--- config.mk ---
export PLATFORM = sky130hd
export DESIGN_NAME = nmea_rmc_time_position_parser_top
export DESIGN_NICKNAME = d
export VERILOG_FILES = /design/src/sv/nrmc_pkg.sv /design/src/sv/nrmc_front.sv /design/src/sv/nrmc_fifo.sv /design/src/sv/nrmc_back.sv /design/src/sv/nmea_rmc_time_position_parser_top.sv
export SDC_FILE = /design/constraint.sdc
export NUM_CORES = 2
export LEC_CHECK = 0
export ABC_AREA = 1
export BUFFER_PORTS_ARGS = -buffer_cell sky130_fd_sc_hd__buf_2
export CAP_MARGIN = 40
export CORE_ASPECT_RATIO = 1.4
export CORE_MARGIN = 3
export CORE_UTILIZATION = 45
export DETAILED_ROUTE_END_ITERATION = 10
export PLACE_DENSITY_LB_ADDON = 0.25
export SETUP_SLACK_MARGIN = 0.15
export SYNTH_ARGS = -nofsm -noshare
export SYNTH_HDL_FRONTEND = slang
export SYNTH_SLANG_ARGS = --single-unit
export TNS_END_PERCENT = 10
--- constraint.sdc ---
create_clock -name clk -period 11.8 [get_ports clk]
set_input_delay 0 -clock clk [delete_from_list [all_inputs] [get_ports clk]]
set_output_delay 0 -clock clk [all_outputs]
set_load 0.1 [all_outputs]
--- src/sv/nrmc_pkg.sv ---
`timescale 1ns / 1ps
// ----------------------------------------------------------------------------
// nrmc_pkg
// Shared types, constants and helper functions for the RMC sentence parser.
// ----------------------------------------------------------------------------
package nrmc_pkg;

  // Line and number format
  localparam int LINE_LIMIT  = 1024;
  localparam int POS_W       = $clog2(LINE_LIMIT + 1);
  localparam int FRAC_DIGITS = 4;
  localparam int FRAC_W      = 3;
  localparam int SCALE_W     = 20;        // holds 10^6
  localparam int DIGITS      = 6;
  localparam int DIG_W       = 4 * DIGITS;

  localparam int LAT_W = 27;
  localparam int LON_W = 30;
  localparam int MAC_W = LON_W + 4;
  localparam logic [LAT_W-1:0] LAT_MAX = LAT_W'(99999999);
  localparam logic [LON_W-1:0] LON_MAX = LON_W'(999999999);

  localparam logic [3:0] COMMA_MAX = 4'd15;

  // Byte positions and field numbers
  localparam int TYPE_POS   = 5;
  localparam int TIME_POS0  = 7;
  localparam logic [3:0] LAT_FIELD  = 4'd3;
  localparam logic [3:0] NS_FIELD   = 4'd4;
  localparam logic [3:0] LON_FIELD  = 4'd5;
  localparam logic [3:0] EW_FIELD   = 4'd6;
  localparam logic [3:0] DATE_FIELD = 4'd9;

  // Characters
  localparam logic [7:0] CH_LF    = 8'h0A;
  localparam logic [7:0] CH_COMMA = 8'h2C;
  localparam logic [7:0] CH_DOT   = 8'h2E;
  localparam logic [7:0] CH_0     = 8'h30;
  localparam logic [7:0] CH_9     = 8'h39;
  localparam logic [7:0] CH_C     = 8'h43;

  // Configuration
  localparam int CFG_ADDR_W = 2;
  localparam int CFG_DATA_W = 5;
  localparam logic [CFG_ADDR_W-1:0] REG_ZONE_HOURS = 2'd0;
  localparam logic [CFG_ADDR_W-1:0] REG_ADD_SECOND = 2'd1;
  localparam logic [4:0] ZONE_RESET = 5'd8;
  localparam logic [4:0] HOUR_MAX   = 5'd23;

  localparam int OUT_BITS = 111;
  localparam int OUT_W    = 112;
  localparam logic [11:0] YEAR_BASE = 12'd2000;

  // Raw record handed from the parser to the time/date unit
  typedef struct packed {
    logic [DIG_W-1:0] time_dig;
    logic [DIG_W-1:0] date_dig;
    logic [LAT_W-1:0] lat;
    logic [LON_W-1:0] lon;
    logic [FRAC_W-1:0] frac;
    logic             scale_lat;
    logic             scale_lon;
    logic [7:0]       ns;
    logic [7:0]       ew;
  } rec_t;

  function automatic logic [3:0] digit_of(input logic [7:0] c);
    logic [3:0] d;
    d = (c >= CH_0 && c <= CH_9) ? c[3:0] : 4'd0;
    return d;
  endfunction

  function automatic logic [SCALE_W-1:0] pow10(input logic [FRAC_W-1:0] k);
    logic [SCALE_W-1:0] p;
    unique case (k)
      3'd0:    p = SCALE_W'(1);
      3'd1:    p = SCALE_W'(10);
      3'd2:    p = SCALE_W'(100);
      3'd3:    p = SCALE_W'(1000);
      3'd4:    p = SCALE_W'(10000);
      3'd5:    p = SCALE_W'(100000);
      3'd6:    p = SCALE_W'(1000000);
      default: p = SCALE_W'(1);
    endcase
    return p;
  endfunction

  // Factor that pads a number out to FRAC_DIGITS fraction digits
  function automatic logic [SCALE_W-1:0] frac_scale(input logic [FRAC_W-1:0] fc);
    logic [SCALE_W-1:0] p;
    p = pow10(FRAC_W'(FRAC_DIGITS) - fc);
    return p;
  endfunction

  // Two stored digits to a value, clamped at mx
  function automatic logic [6:0] two_dig(input logic [3:0] hi, input logic [3:0] lo,
                                         input logic [6:0] mx);
    logic [7:0] v;
    v = 8'(hi) * 8'd10 + 8'(lo);
    return (v > 8'(mx)) ? mx : v[6:0];
  endfunction

endpackage

--- src/sv/nrmc_front.sv ---
`timescale 1ns / 1ps
// ----------------------------------------------------------------------------
// nrmc_front
// Byte parser: line position, comma count, digits and position accumulators.
// ----------------------------------------------------------------------------
module nrmc_front (
  input  logic                clk,
  input  logic                rst_n,
  input  logic                in_valid,
  output logic                in_ready,
  input  logic [7:0]          in_byte,
  input  logic                q_full,
  output logic                q_push,
  output nrmc_pkg::rec_t      q_rec
);

  logic [nrmc_pkg::POS_W-1:0]  line_pos_r, line_pos_nxt;
  logic [3:0]                  comma_r, comma_nxt;
  logic [nrmc_pkg::POS_W-1:0]  field_off_r, field_off_nxt;
  logic                        type_c_r, type_c_nxt;
  logic [nrmc_pkg::DIG_W-1:0]  time_r, time_nxt;
  logic [nrmc_pkg::DIG_W-1:0]  date_r, date_nxt;
  logic [nrmc_pkg::LAT_W-1:0]  lat_r, lat_nxt;
  logic [nrmc_pkg::LON_W-1:0]  lon_r, lon_nxt;
  logic [nrmc_pkg::FRAC_W-1:0] frac_r, frac_nxt;
  logic                        in_frac_r, in_frac_nxt;
  logic                        stop_r, stop_nxt;
  logic [7:0]                  ns_r, ns_nxt;
  logic [7:0]                  ew_r, ew_nxt;

  logic       fire;
  logic       active;
  logic       is_digit;
  logic [3:0] dig;

  // shared pad-out multiplier, used when a position field closes
  logic [nrmc_pkg::LON_W-1:0]                  sc_op;
  logic [nrmc_pkg::LON_W+nrmc_pkg::SCALE_W-1:0] sc_prod;
  logic [nrmc_pkg::LAT_W-1:0]                  lat_scaled;
  logic [nrmc_pkg::LON_W-1:0]                  lon_scaled;

  logic [nrmc_pkg::MAC_W-1:0] lat_mac, lon_mac;
  logic [nrmc_pkg::LAT_W-1:0] lat_mac_sat;
  logic [nrmc_pkg::LON_W-1:0] lon_mac_sat;
  logic                       num_take;

  assign in_ready = !q_full;
  assign fire     = in_valid && in_ready;
  assign active   = line_pos_r < nrmc_pkg::POS_W'(nrmc_pkg::LINE_LIMIT);
  assign is_digit = (in_byte >= nrmc_pkg::CH_0) && (in_byte <= nrmc_pkg::CH_9);
  assign dig      = nrmc_pkg::digit_of(in_byte);

  assign sc_op   = (comma_r == nrmc_pkg::LAT_FIELD) ? nrmc_pkg::LON_W'(lat_r) : lon_r;
  assign sc_prod = (nrmc_pkg::LON_W + nrmc_pkg::SCALE_W)'(sc_op) *
                   (nrmc_pkg::LON_W + nrmc_pkg::SCALE_W)'(nrmc_pkg::frac_scale(frac_r));
  assign lat_scaled = (sc_prod > (nrmc_pkg::LON_W + nrmc_pkg::SCALE_W)'(nrmc_pkg::LAT_MAX)) ?
                      nrmc_pkg::LAT_MAX : sc_prod[nrmc_pkg::LAT_W-1:0];
  assign lon_scaled = (sc_prod > (nrmc_pkg::LON_W + nrmc_pkg::SCALE_W)'(nrmc_pkg::LON_MAX)) ?
                      nrmc_pkg::LON_MAX : sc_prod[nrmc_pkg::LON_W-1:0];

  assign lat_mac = nrmc_pkg::MAC_W'(lat_r) * nrmc_pkg::MAC_W'(10) + nrmc_pkg::MAC_W'(dig);
  assign lon_mac = nrmc_pkg::MAC_W'(lon_r) * nrmc_pkg::MAC_W'(10) + nrmc_pkg::MAC_W'(dig);
  assign lat_mac_sat = (lat_mac > nrmc_pkg::MAC_W'(nrmc_pkg::LAT_MAX)) ?
                       nrmc_pkg::LAT_MAX : lat_mac[nrmc_pkg::LAT_W-1:0];
  assign lon_mac_sat = (lon_mac > nrmc_pkg::MAC_W'(nrmc_pkg::LON_MAX)) ?
                       nrmc_pkg::LON_MAX : lon_mac[nrmc_pkg::LON_W-1:0];

  // a digit is accumulated in the integer part, or while fraction room remains
  assign num_take = is_digit && !stop_r &&
                    (!in_frac_r || (frac_r < nrmc_pkg::FRAC_W'(nrmc_pkg::FRAC_DIGITS)));

  always_comb begin
    line_pos_nxt  = line_pos_r;
    comma_nxt     = comma_r;
    field_off_nxt = field_off_r;
    type_c_nxt    = type_c_r;
    time_nxt      = time_r;
    date_nxt      = date_r;
    lat_nxt       = lat_r;
    lon_nxt       = lon_r;
    frac_nxt      = frac_r;
    in_frac_nxt   = in_frac_r;
    stop_nxt      = stop_r;
    ns_nxt        = ns_r;
    ew_nxt        = ew_r;

    if (fire && active) begin
      if (line_pos_r == nrmc_pkg::POS_W'(nrmc_pkg::TYPE_POS)) begin
        type_c_nxt = (in_byte == nrmc_pkg::CH_C);
      end
      for (int i = 0; i < nrmc_pkg::DIGITS; i++) begin
        if (line_pos_r == nrmc_pkg::POS_W'(nrmc_pkg::TIME_POS0 + i)) begin
          time_nxt[4*i +: 4] = dig;
        end
      end
      if (field_off_r == '0) begin
        if (comma_r == nrmc_pkg::NS_FIELD) ns_nxt = in_byte;
        if (comma_r == nrmc_pkg::EW_FIELD) ew_nxt = in_byte;
      end
      if (in_byte == nrmc_pkg::CH_COMMA) begin
        if (comma_r == nrmc_pkg::LAT_FIELD) lat_nxt = lat_scaled;
        if (comma_r == nrmc_pkg::LON_FIELD) lon_nxt = lon_scaled;
        if (comma_r < nrmc_pkg::COMMA_MAX) comma_nxt = comma_r + 4'd1;
        field_off_nxt = '0;
        frac_nxt      = '0;
        in_frac_nxt   = 1'b0;
        stop_nxt      = 1'b0;
      end else begin
        if (comma_r == nrmc_pkg::DATE_FIELD) begin
          for (int i = 0; i < nrmc_pkg::DIGITS; i++) begin
            if (field_off_r == nrmc_pkg::POS_W'(i)) date_nxt[4*i +: 4] = dig;
          end
        end
        if ((comma_r == nrmc_pkg::LAT_FIELD || comma_r == nrmc_pkg::LON_FIELD) && !stop_r)
        begin
          if (is_digit) begin
            if (num_take) begin
              if (comma_r == nrmc_pkg::LAT_FIELD) lat_nxt = lat_mac_sat;
              else                                lon_nxt = lon_mac_sat;
              if (in_frac_r) frac_nxt = frac_r + nrmc_pkg::FRAC_W'(1);
            end
          end else if (in_byte == nrmc_pkg::CH_DOT && !in_frac_r) begin
            in_frac_nxt = 1'b1;
          end else begin
            stop_nxt = 1'b1;
          end
        end
        if (field_off_r < nrmc_pkg::POS_W'(nrmc_pkg::LINE_LIMIT)) begin
          field_off_nxt = field_off_r + nrmc_pkg::POS_W'(1);
        end
      end
    end

    // record is built from the state after this byte, then the line restarts
    q_push                = fire && (in_byte == nrmc_pkg::CH_LF) && type_c_nxt;
    q_rec.time_dig        = time_nxt;
    q_rec.date_dig        = date_nxt;
    q_rec.lat             = lat_nxt;
    q_rec.lon             = lon_nxt;
    q_rec.frac            = frac_nxt;
    q_rec.scale_lat       = (comma_nxt == nrmc_pkg::LAT_FIELD);
    q_rec.scale_lon       = (comma_nxt == nrmc_pkg::LON_FIELD);
    q_rec.ns              = ns_nxt;
    q_rec.ew              = ew_nxt;

    if (fire) begin
      if (in_byte == nrmc_pkg::CH_LF) begin
        line_pos_nxt  = '0;
        comma_nxt     = '0;
        field_off_nxt = '0;
        type_c_nxt    = 1'b0;
        time_nxt      = '0;
        date_nxt      = '0;
        lat_nxt       = '0;
        lon_nxt       = '0;
        frac_nxt      = '0;
        in_frac_nxt   = 1'b0;
        stop_nxt      = 1'b0;
        ns_nxt        = '0;
        ew_nxt        = '0;
      end else if (active) begin
        line_pos_nxt = line_pos_r + nrmc_pkg::POS_W'(1);
      end
    end
  end

  always_ff @(posedge clk) begin
    if (!rst_n) begin
      line_pos_r  <= '0;
      comma_r     <= '0;
      field_off_r <= '0;
      type_c_r    <= 1'b0;
      time_r      <= '0;
      date_r      <= '0;
      lat_r       <= '0;
      lon_r       <= '0;
      frac_r      <= '0;
      in_frac_r   <= 1'b0;
      stop_r      <= 1'b0;
      ns_r        <= '0;
      ew_r        <= '0;
    end else begin
      line_pos_r  <= line_pos_nxt;
      comma_r     <= comma_nxt;
      field_off_r <= field_off_nxt;
      type_c_r    <= type_c_nxt;
      time_r      <= time_nxt;
      date_r      <= date_nxt;
      lat_r       <= lat_nxt;
      lon_r       <= lon_nxt;
      frac_r      <= frac_nxt;
      in_frac_r   <= in_frac_nxt;
      stop_r      <= stop_nxt;
      ns_r        <= ns_nxt;
      ew_r        <= ew_nxt;
    end
  end

endmodule

--- src/sv/nrmc_fifo.sv ---
`timescale 1ns / 1ps
// ----------------------------------------------------------------------------
// nrmc_fifo
// Two-entry record queue between the parser and the time/date unit.
// ----------------------------------------------------------------------------
module nrmc_fifo (
  input  logic           clk,
  input  logic           rst_n,
  input  logic           push,
  input  nrmc_pkg::rec_t wr_rec,
  output logic           full,
  output logic           valid,
  input  logic           pop,
  output nrmc_pkg::rec_t rd_rec
);

  nrmc_pkg::rec_t mem_r [2];
  logic           wr_ptr_r, wr_ptr_nxt;
  logic           rd_ptr_r, rd_ptr_nxt;
  logic [1:0]     count_r, count_nxt;
  logic           do_push, do_pop;

  assign full    = (count_r == 2'd2);
  assign valid   = (count_r != 2'd0);
  assign do_push = push && !full;
  assign do_pop  = pop && valid;
  assign rd_rec  = mem_r[rd_ptr_r];

  always_comb begin
    wr_ptr_nxt = do_push ? !wr_ptr_r : wr_ptr_r;
    rd_ptr_nxt = do_pop  ? !rd_ptr_r : rd_ptr_r;
    count_nxt  = count_r + 2'(do_push) - 2'(do_pop);
  end

  always_ff @(posedge clk) begin
    if (do_push) begin
      mem_r[wr_ptr_r] <= wr_rec;
    end
  end

  always_ff @(posedge clk) begin
    if (!rst_n) begin
      wr_ptr_r <= 1'b0;
      rd_ptr_r <= 1'b0;
      count_r  <= 2'd0;
    end else begin
      wr_ptr_r <= wr_ptr_nxt;
      rd_ptr_r <= rd_ptr_nxt;
      count_r  <= count_nxt;
    end
  end

endmodule

--- src/sv/nrmc_back.sv ---
`timescale 1ns / 1ps
// ----------------------------------------------------------------------------
// nrmc_back
// Time/date unit: digit decode, pad-out, one-second add, zone shift, rollover.
// ----------------------------------------------------------------------------
module nrmc_back (
  input  logic                            clk,
  input  logic                            rst_n,
  input  logic                            rec_valid,
  output logic                            rec_pop,
  input  nrmc_pkg::rec_t                  rec,
  input  logic [4:0]                      zone_hours,
  input  logic                            add_second,
  output logic                            out_valid,
  input  logic                            out_ready,
  output logic [nrmc_pkg::OUT_W-1:0]      out_data
);

  typedef struct packed {
    logic [4:0]                 hour;
    logic [5:0]                 minute;
    logic [5:0]                 second;
    logic [4:0]                 day;
    logic [3:0]                 month;
    logic [6:0]                 yy;
    logic [nrmc_pkg::LAT_W-1:0] lat;
    logic [7:0]                 ns;
    logic [nrmc_pkg::LON_W-1:0] lon;
    logic [7:0]                 ew;
  } stage_t;

  stage_t                       st_r, st_nxt;
  logic                         st_valid_r;
  logic                         out_valid_r;
  logic [nrmc_pkg::OUT_W-1:0]   out_data_r, out_data_nxt;
  logic                         out_en, st_en;

  logic [nrmc_pkg::LON_W-1:0]                   sc_op;
  logic [nrmc_pkg::LON_W+nrmc_pkg::SCALE_W-1:0] sc_prod;

  logic [5:0]  h6, day6;
  logic [4:0]  mon5;
  logic [11:0] year;
  logic        leap;

  assign out_en  = !out_valid_r || out_ready;
  assign st_en   = !st_valid_r || out_en;
  assign rec_pop = rec_valid && st_en;

  assign sc_op   = rec.scale_lat ? nrmc_pkg::LON_W'(rec.lat) : rec.lon;
  assign sc_prod = (nrmc_pkg::LON_W + nrmc_pkg::SCALE_W)'(sc_op) *
                   (nrmc_pkg::LON_W + nrmc_pkg::SCALE_W)'(nrmc_pkg::frac_scale(rec.frac));

  // Stage 1: decode digits, finish an open position field, add one second if enabled
  always_comb begin
    st_nxt.hour   = 5'(nrmc_pkg::two_dig(rec.time_dig[3:0], rec.time_dig[7:4], 7'd23));
    st_nxt.minute = 6'(nrmc_pkg::two_dig(rec.time_dig[11:8], rec.time_dig[15:12], 7'd59));
    st_nxt.second = 6'(nrmc_pkg::two_dig(rec.time_dig[19:16], rec.time_dig[23:20], 7'd59));
    st_nxt.day    = 5'(nrmc_pkg::two_dig(rec.date_dig[3:0], rec.date_dig[7:4], 7'd31));
    st_nxt.month  = 4'(nrmc_pkg::two_dig(rec.date_dig[11:8], rec.date_dig[15:12], 7'd12));
    st_nxt.yy     = nrmc_pkg::two_dig(rec.date_dig[19:16], rec.date_dig[23:20], 7'd99);
    st_nxt.ns     = rec.ns;
    st_nxt.ew     = rec.ew;
    st_nxt.lat    = rec.lat;
    st_nxt.lon    = rec.lon;
    if (rec.scale_lat) begin
      st_nxt.lat = (sc_prod > (nrmc_pkg::LON_W + nrmc_pkg::SCALE_W)'(nrmc_pkg::LAT_MAX)) ?
                   nrmc_pkg::LAT_MAX : sc_prod[nrmc_pkg::LAT_W-1:0];
    end
    if (rec.scale_lon) begin
      st_nxt.lon = (sc_prod > (nrmc_pkg::LON_W + nrmc_pkg::SCALE_W)'(nrmc_pkg::LON_MAX)) ?
                   nrmc_pkg::LON_MAX : sc_prod[nrmc_pkg::LON_W-1:0];
    end
    if (add_second) begin
      if (st_nxt.second == 6'd59) begin
        st_nxt.second = 6'd0;
        if (st_nxt.minute == 6'd59) begin
          st_nxt.minute = 6'd0;
          st_nxt.hour   = st_nxt.hour + 5'd1;   // may reach 24, handled below
        end else begin
          st_nxt.minute = st_nxt.minute + 6'd1;
        end
      end else begin
        st_nxt.second = st_nxt.second + 6'd1;
      end
    end
  end

  // Stage 2: zone shift with day/month/year rollover
  always_comb begin
    h6   = 6'(st_r.hour) + 6'(zone_hours);
    day6 = 6'(st_r.day);
    mon5 = 5'(st_r.month);
    year = nrmc_pkg::YEAR_BASE + 12'(st_r.yy);
    // years 2000..2099: every fourth is leap, 2000 included
    leap = (st_r.yy[1:0] == 2'd0);
    if (h6 > 6'd23) begin
      h6   = h6 - 6'd24;
      day6 = day6 + 6'd1;
      if (mon5 == 5'd4 || mon5 == 5'd6 || mon5 == 5'd9 || mon5 == 5'd11) begin
        if (day6 > 6'd30) begin
          day6 = 6'd1;
          mon5 = mon5 + 5'd1;
        end
      end else if (mon5 != 5'd2) begin
        if (day6 > 6'd31) begin
          day6 = 6'd1;
          mon5 = mon5 + 5'd1;
        end
      end
      if (mon5 == 5'd2 && day6 > (leap ? 6'd29 : 6'd28)) begin
        day6 = 6'd1;
        mon5 = mon5 + 5'd1;
      end
      if (mon5 > 5'd12) begin
        mon5 = mon5 - 5'd12;
        year = year + 12'd1;
      end
    end
    out_data_nxt = {1'b0, st_r.ew, st_r.lon, st_r.ns, st_r.lat, year, mon5[3:0],
                    day6[4:0], st_r.second, st_r.minute, h6[4:0]};
  end

  always_ff @(posedge clk) begin
    if (rec_pop) st_r <= st_nxt;
    if (out_en && st_valid_r) out_data_r <= out_data_nxt;
  end

  always_ff @(posedge clk) begin
    if (!rst_n) begin
      st_valid_r  <= 1'b0;
      out_valid_r <= 1'b0;
    end else begin
      if (st_en)  st_valid_r  <= rec_valid;
      if (out_en) out_valid_r <= st_valid_r;
    end
  end

  assign out_valid = out_valid_r;
  assign out_data  = out_data_r;

endmodule

--- src/sv/nmea_rmc_time_position_parser_top.sv ---
`timescale 1ns / 1ps
// ----------------------------------------------------------------------------
// nmea_rmc_time_position_parser_top
// RMC sentence parser producing local time, date and scaled position.
// ----------------------------------------------------------------------------
// Usage:
//   in_*  : one received character per word in in_tdata. The parser accepts
//           a word each cycle while the two-entry record queue has room.
//   out_* : one 112-bit record per RMC line, released at its line feed.
//   cfg_* : write zone_hours (index 0, values above 23 clamp to 23) and
//           add_one_second (index 1) while the block is idle.
// Path: a record reaches out_tvalid after the line feed word is accepted, via
//   the queue write, then the decode stage, then the rollover/output stage.
// Throughput: one word per cycle while the queue has room; the parser updates
//   all line state per word and the time/date unit is a two-stage pipeline.
// Stall: when out_tready is low the output register holds its record, the
//   pipeline and queue fill, and in_tready drops only once two records wait
//   in the queue.
// Reset: rst_n (synchronous) clears line state, empties the queue and
//   pipeline, and loads zone_hours = 8, add_one_second = 1.
// ----------------------------------------------------------------------------
module nmea_rmc_time_position_parser_top (
  input  logic                              clk,
  input  logic                              rst_n,
  input  logic                              in_tvalid,
  output logic                              in_tready,
  input  logic [7:0]                        in_tdata,   // [7:0] rx_byte
  output logic                              out_tvalid,
  input  logic                              out_tready,
  // [4:0] hour, [10:5] minute, [16:11] second, [21:17] day, [25:22] month,
  // [37:26] year, [64:38] latitude_e4, [72:65] north_south,
  // [102:73] longitude_e4, [110:103] east_west, [111] zero
  output logic [nrmc_pkg::OUT_W-1:0]        out_tdata,
  input  logic                              cfg_wr_en,
  input  logic [nrmc_pkg::CFG_ADDR_W-1:0]   cfg_addr,
  input  logic [nrmc_pkg::CFG_DATA_W-1:0]   cfg_wdata
);

  logic [4:0]     zone_r, zone_nxt;
  logic           add_sec_r, add_sec_nxt;

  logic           q_push, q_full, q_valid, q_pop;
  nrmc_pkg::rec_t q_wr_rec, q_rd_rec;

  always_comb begin
    zone_nxt    = zone_r;
    add_sec_nxt = add_sec_r;
    if (cfg_wr_en) begin
      if (cfg_addr == nrmc_pkg::REG_ZONE_HOURS) begin
        zone_nxt = (cfg_wdata > nrmc_pkg::HOUR_MAX) ? nrmc_pkg::HOUR_MAX : cfg_wdata;
      end else if (cfg_addr == nrmc_pkg::REG_ADD_SECOND) begin
        add_sec_nxt = cfg_wdata[0];
      end
    end
  end

  always_ff @(posedge clk) begin
    if (!rst_n) begin
      zone_r    <= nrmc_pkg::ZONE_RESET;
      add_sec_r <= 1'b1;
    end else begin
      zone_r    <= zone_nxt;
      add_sec_r <= add_sec_nxt;
    end
  end

  nrmc_front u_front (
    .clk      (clk),
    .rst_n    (rst_n),
    .in_valid (in_tvalid),
    .in_ready (in_tready),
    .in_byte  (in_tdata),
    .q_full   (q_full),
    .q_push   (q_push),
    .q_rec    (q_wr_rec)
  );

  nrmc_fifo u_fifo (
    .clk    (clk),
    .rst_n  (rst_n),
    .push   (q_push),
    .wr_rec (q_wr_rec),
    .full   (q_full),
    .valid  (q_valid),
    .pop    (q_pop),
    .rd_rec (q_rd_rec)
  );

  nrmc_back u_back (
    .clk        (clk),
    .rst_n      (rst_n),
    .rec_valid  (q_valid),
    .rec_pop    (q_pop),
    .rec        (q_rd_rec),
    .zone_hours (zone_r),
    .add_second (add_sec_r),
    .out_valid  (out_tvalid),
    .out_ready  (out_tready),
    .out_data   (out_tdata)
  );

endmodule

==> run metrics <==
crit path DAT=11.35 ns; initial antenna violation count=9; gp weighted congestion=1.02; Congestion Overflow GR=0; first-pass GRT wire length=362 mm; clk buf depth=3; post-CTS setup buffer count=0; DRC viols=0; max capacitance violation total=0; Worst Setup Start Kind=flip-flop; fmax=0.0912 GHz; commonest non-fill, non-tap cell in the layout=nand2_1; Inserted Clock Buffers=60; pin count of the biggest net entering global routing=72; dpl cells=11,300; Layout Utilization=0.492; DIE AREA=0.167 sq mm; total track usage=0.282; synthesized cell area=0.0728 sq mm; Post-Syn Instances=9,116; Post-synth top flop=edfxtp_1; Ys Warns=0; slowest stage cell on the critical path=nor2_1; CP Max Fanout=34; Final min period=10.97 ns; CP max stage delay=0.75 ns; worst hold slack=0.174 ns; core area=0.161 sq mm; final critical-path share of the clock period=0.929; Port Buf Inserts=132; CTS tree=yes; Root Buffer=clkbuf_16; Setup TNS Final=0 ns; P&R area growth vs syn=8.59%; DR WL/cell=20.4 um; register bit total from synthesis=635; DP HPWL=196 mm; row count=174; number of global-route vias before repair=62,400; Worst Hold Class=primary input to flip-flop; RSZ-0062 raised after global routing=no; count of final hold-check violations=0; CP Capture Point=u_back.out_data_nxt[44]$_DFFE_PP_; 1st-iter DRT viols=4,092; routed wire length=234 mm; Worst path most repeated cell=fa_1; Worst Reg2Reg Path Length in Cells=35; Sink Count=635; final setup skew=0.0395 ns; Setup Crit Path Kind=flip-flop to flip-flop; Die Ht=482 um; most frequent cells in the layout=nand2_1 (1,984), inv_1 (1,977), nor2_1 (1,085); post-route ant nets=0; Final Non-Filler Cells=11,500; Initial Utilization=0.453; r2r setup slk=0.83 ns; endpoint class of the critical path=flip-flop; setup violators final=0; Worst Max-Slew Pin Slew=0.959 ns; total number of vias=60,600; register area share after synthesis=0.239; Nets=10,800; Hold Buf Count CTS=27; die width=346 um; status=finished, final reports clean; Clock Latency Late Sink=0.67 ns; vias per cell=5.28; Syn Area/Cell=7.99 sq um; Worst-path clk slew=0.07 ns; max-slew violations=0; Critical Path RT=12.18 ns; post_cts resized=0; Slew headroom=0.354; Distinct cells, synth=69; I/O pins=134; worst r2r dst=u_back.out_data_nxt[44]$_DFFE_PP_; Net Count, Synth=10,600; EDFF count, synth=469; post-synthesis async set-or-reset flop share=0; DRT Pass-1 Iters=6; share of layout cells above drive strength 1=0.0621; H-Tree Depth=2
-- through the flow --
step,cell area (sq um),setup WS [ns]
floorplan,72800,3.05
global placement,76400,0.347
detailed placement,76700,1.04
CTS,79100,0.985
global route,79100,0.412
finish,79100,0.832
-- per-layer routing --
metal  track usage  part of all wire  vias up
met5             0           0.00010        -
met4         0.185             0.080        4
met1         0.325              0.37    29300
met2         0.497              0.49     2139
li1              -                 -    28400
met3        0.0317             0.056      689
-- worst min-delay path by stage --
stage	endpoint	cells after the start	startpoint	slack, ns
after CTS	add_sec_r$_SDFFE_PN1P_	4	cfg_wdata[0]	0.12
after floorplan	zone_r[3]$_SDFFE_PN1P_	2	cfg_wdata[3]	0.14
after global routing	add_sec_r$_SDFFE_PN1P_	4	cfg_wdata[0]	0.20
after global placement	zone_r[0]$_SDFFE_PN0P_	3	cfg_wdata[0]	0.27
after detailed placement	zone_r[0]$_SDFFE_PN0P_	3	cfg_wdata[0]	0.27
final	add_sec_r$_SDFFE_PN1P_	4	cfg_wdata[0]	0.17
-- worst max-delay path: cells and delay by family, from the launching register on --
family | cells | cell delay (ns)
compound gates | 4 | 1.22
xor+xnor | 1 | 0.46
fa+ha+maj | 8 | 3.94
buf+inv | 9 | 1.42
flops | 1 | 0.61
simple gates | 13 | 2.97
-- cells in the mapped netlist (all sizes together), types with 6 or more instances --
| master | instances | area share |
|---|---|---|
| a211oi | 9 | 0.00093 |
| a21boi | 37 | 0.0038 |
| a21o | 11 | 0.0011 |
| a21oi | 329 | 0.023 |
| a22oi | 6 | 0.00062 |
| a31oi | 22 | 0.0019 |
| buf | 45 | 0.0034 |
| clkbuf | 148 | 0.0076 |
| clkinv | 21 | 0.0011 |
| dfxtp | 166 | 0.046 |
| edfxtp | 469 | 0.19 |
| fa | 888 | 0.24 |
| ha | 580 | 0.10 |
| inv | 2004 | 0.10 |
| mux2i | 55 | 0.0076 |
| nand2 | 2013 | 0.10 |
| nand3 | 332 | 0.024 |
| nand3b | 24 | 0.0025 |
| nand4 | 111 | 0.0097 |
| nor2 | 1130 | 0.060 |
| nor3 | 84 | 0.0059 |
| nor4 | 25 | 0.0022 |
| o211ai | 6 | 0.00062 |
| o21a | 19 | 0.0020 |
| o21ai | 354 | 0.024 |
| o21bai | 15 | 0.0015 |
| o22ai | 10 | 0.00086 |
| or2 | 35 | 0.0030 |
| xnor2 | 39 | 0.0049 |
| xor2 | 102 | 0.012 |
-- sequential cells by signal, indices dropped and copies added (netlist names), 4 cells and up, named ones only --
signal	count
u_fifo.mem_r	252
u_back.out_data	111
u_back.out_data_nxt	85
u_front.lon_r	30
u_front.lat_r	27
u_front.date_r	24
u_front.time_r	24
u_back.st_r	21
u_front.field_off_r	11
u_front.line_pos_r	11
u_front.ew_r	8
u_front.ns_r	8
zone_r	5
u_front.comma_r	4
-- logic make-up (layout without fill, tap and decap cells) --
| family | Yosys count | in the layout | synth area share |
|---|---|---|---|
| muxes | 56 | 56 | 0.00772 |
| AOI/OAI and AO/OA | 831 | 831 | 0.0627 |
| and+or+nand+nor | 3766 | 3766 | 0.214 |
| DFF | 635 | 635 | 0.239 |
| other | 1 | 4 | 0.0000515 |
| buffers and inverters | 2218 | 2454 | 0.115 |
| xor gates and xnor gates | 141 | 141 | 0.0173 |
| adders and majority gates | 1468 | 1468 | 0.344 |
-- cell type report --
type | count | area (sq um)
Multi-Input combinational cell | 6263 | 47100
Tap cell | 2112 | 2640
Antenna cell | 3 | 7.51
Fill cell | 15700 | 81600
Sequential cell | 635 | 17400
Timing Repair Buffer | 315 | 2190
Clock inverter | 38 | 475
Inverter | 2025 | 7600
Clock buffer | 76 | 1640
Power is not shown: default switching activity piles up to over one toggle a cycle in this logic, so the estimate is an artifact.
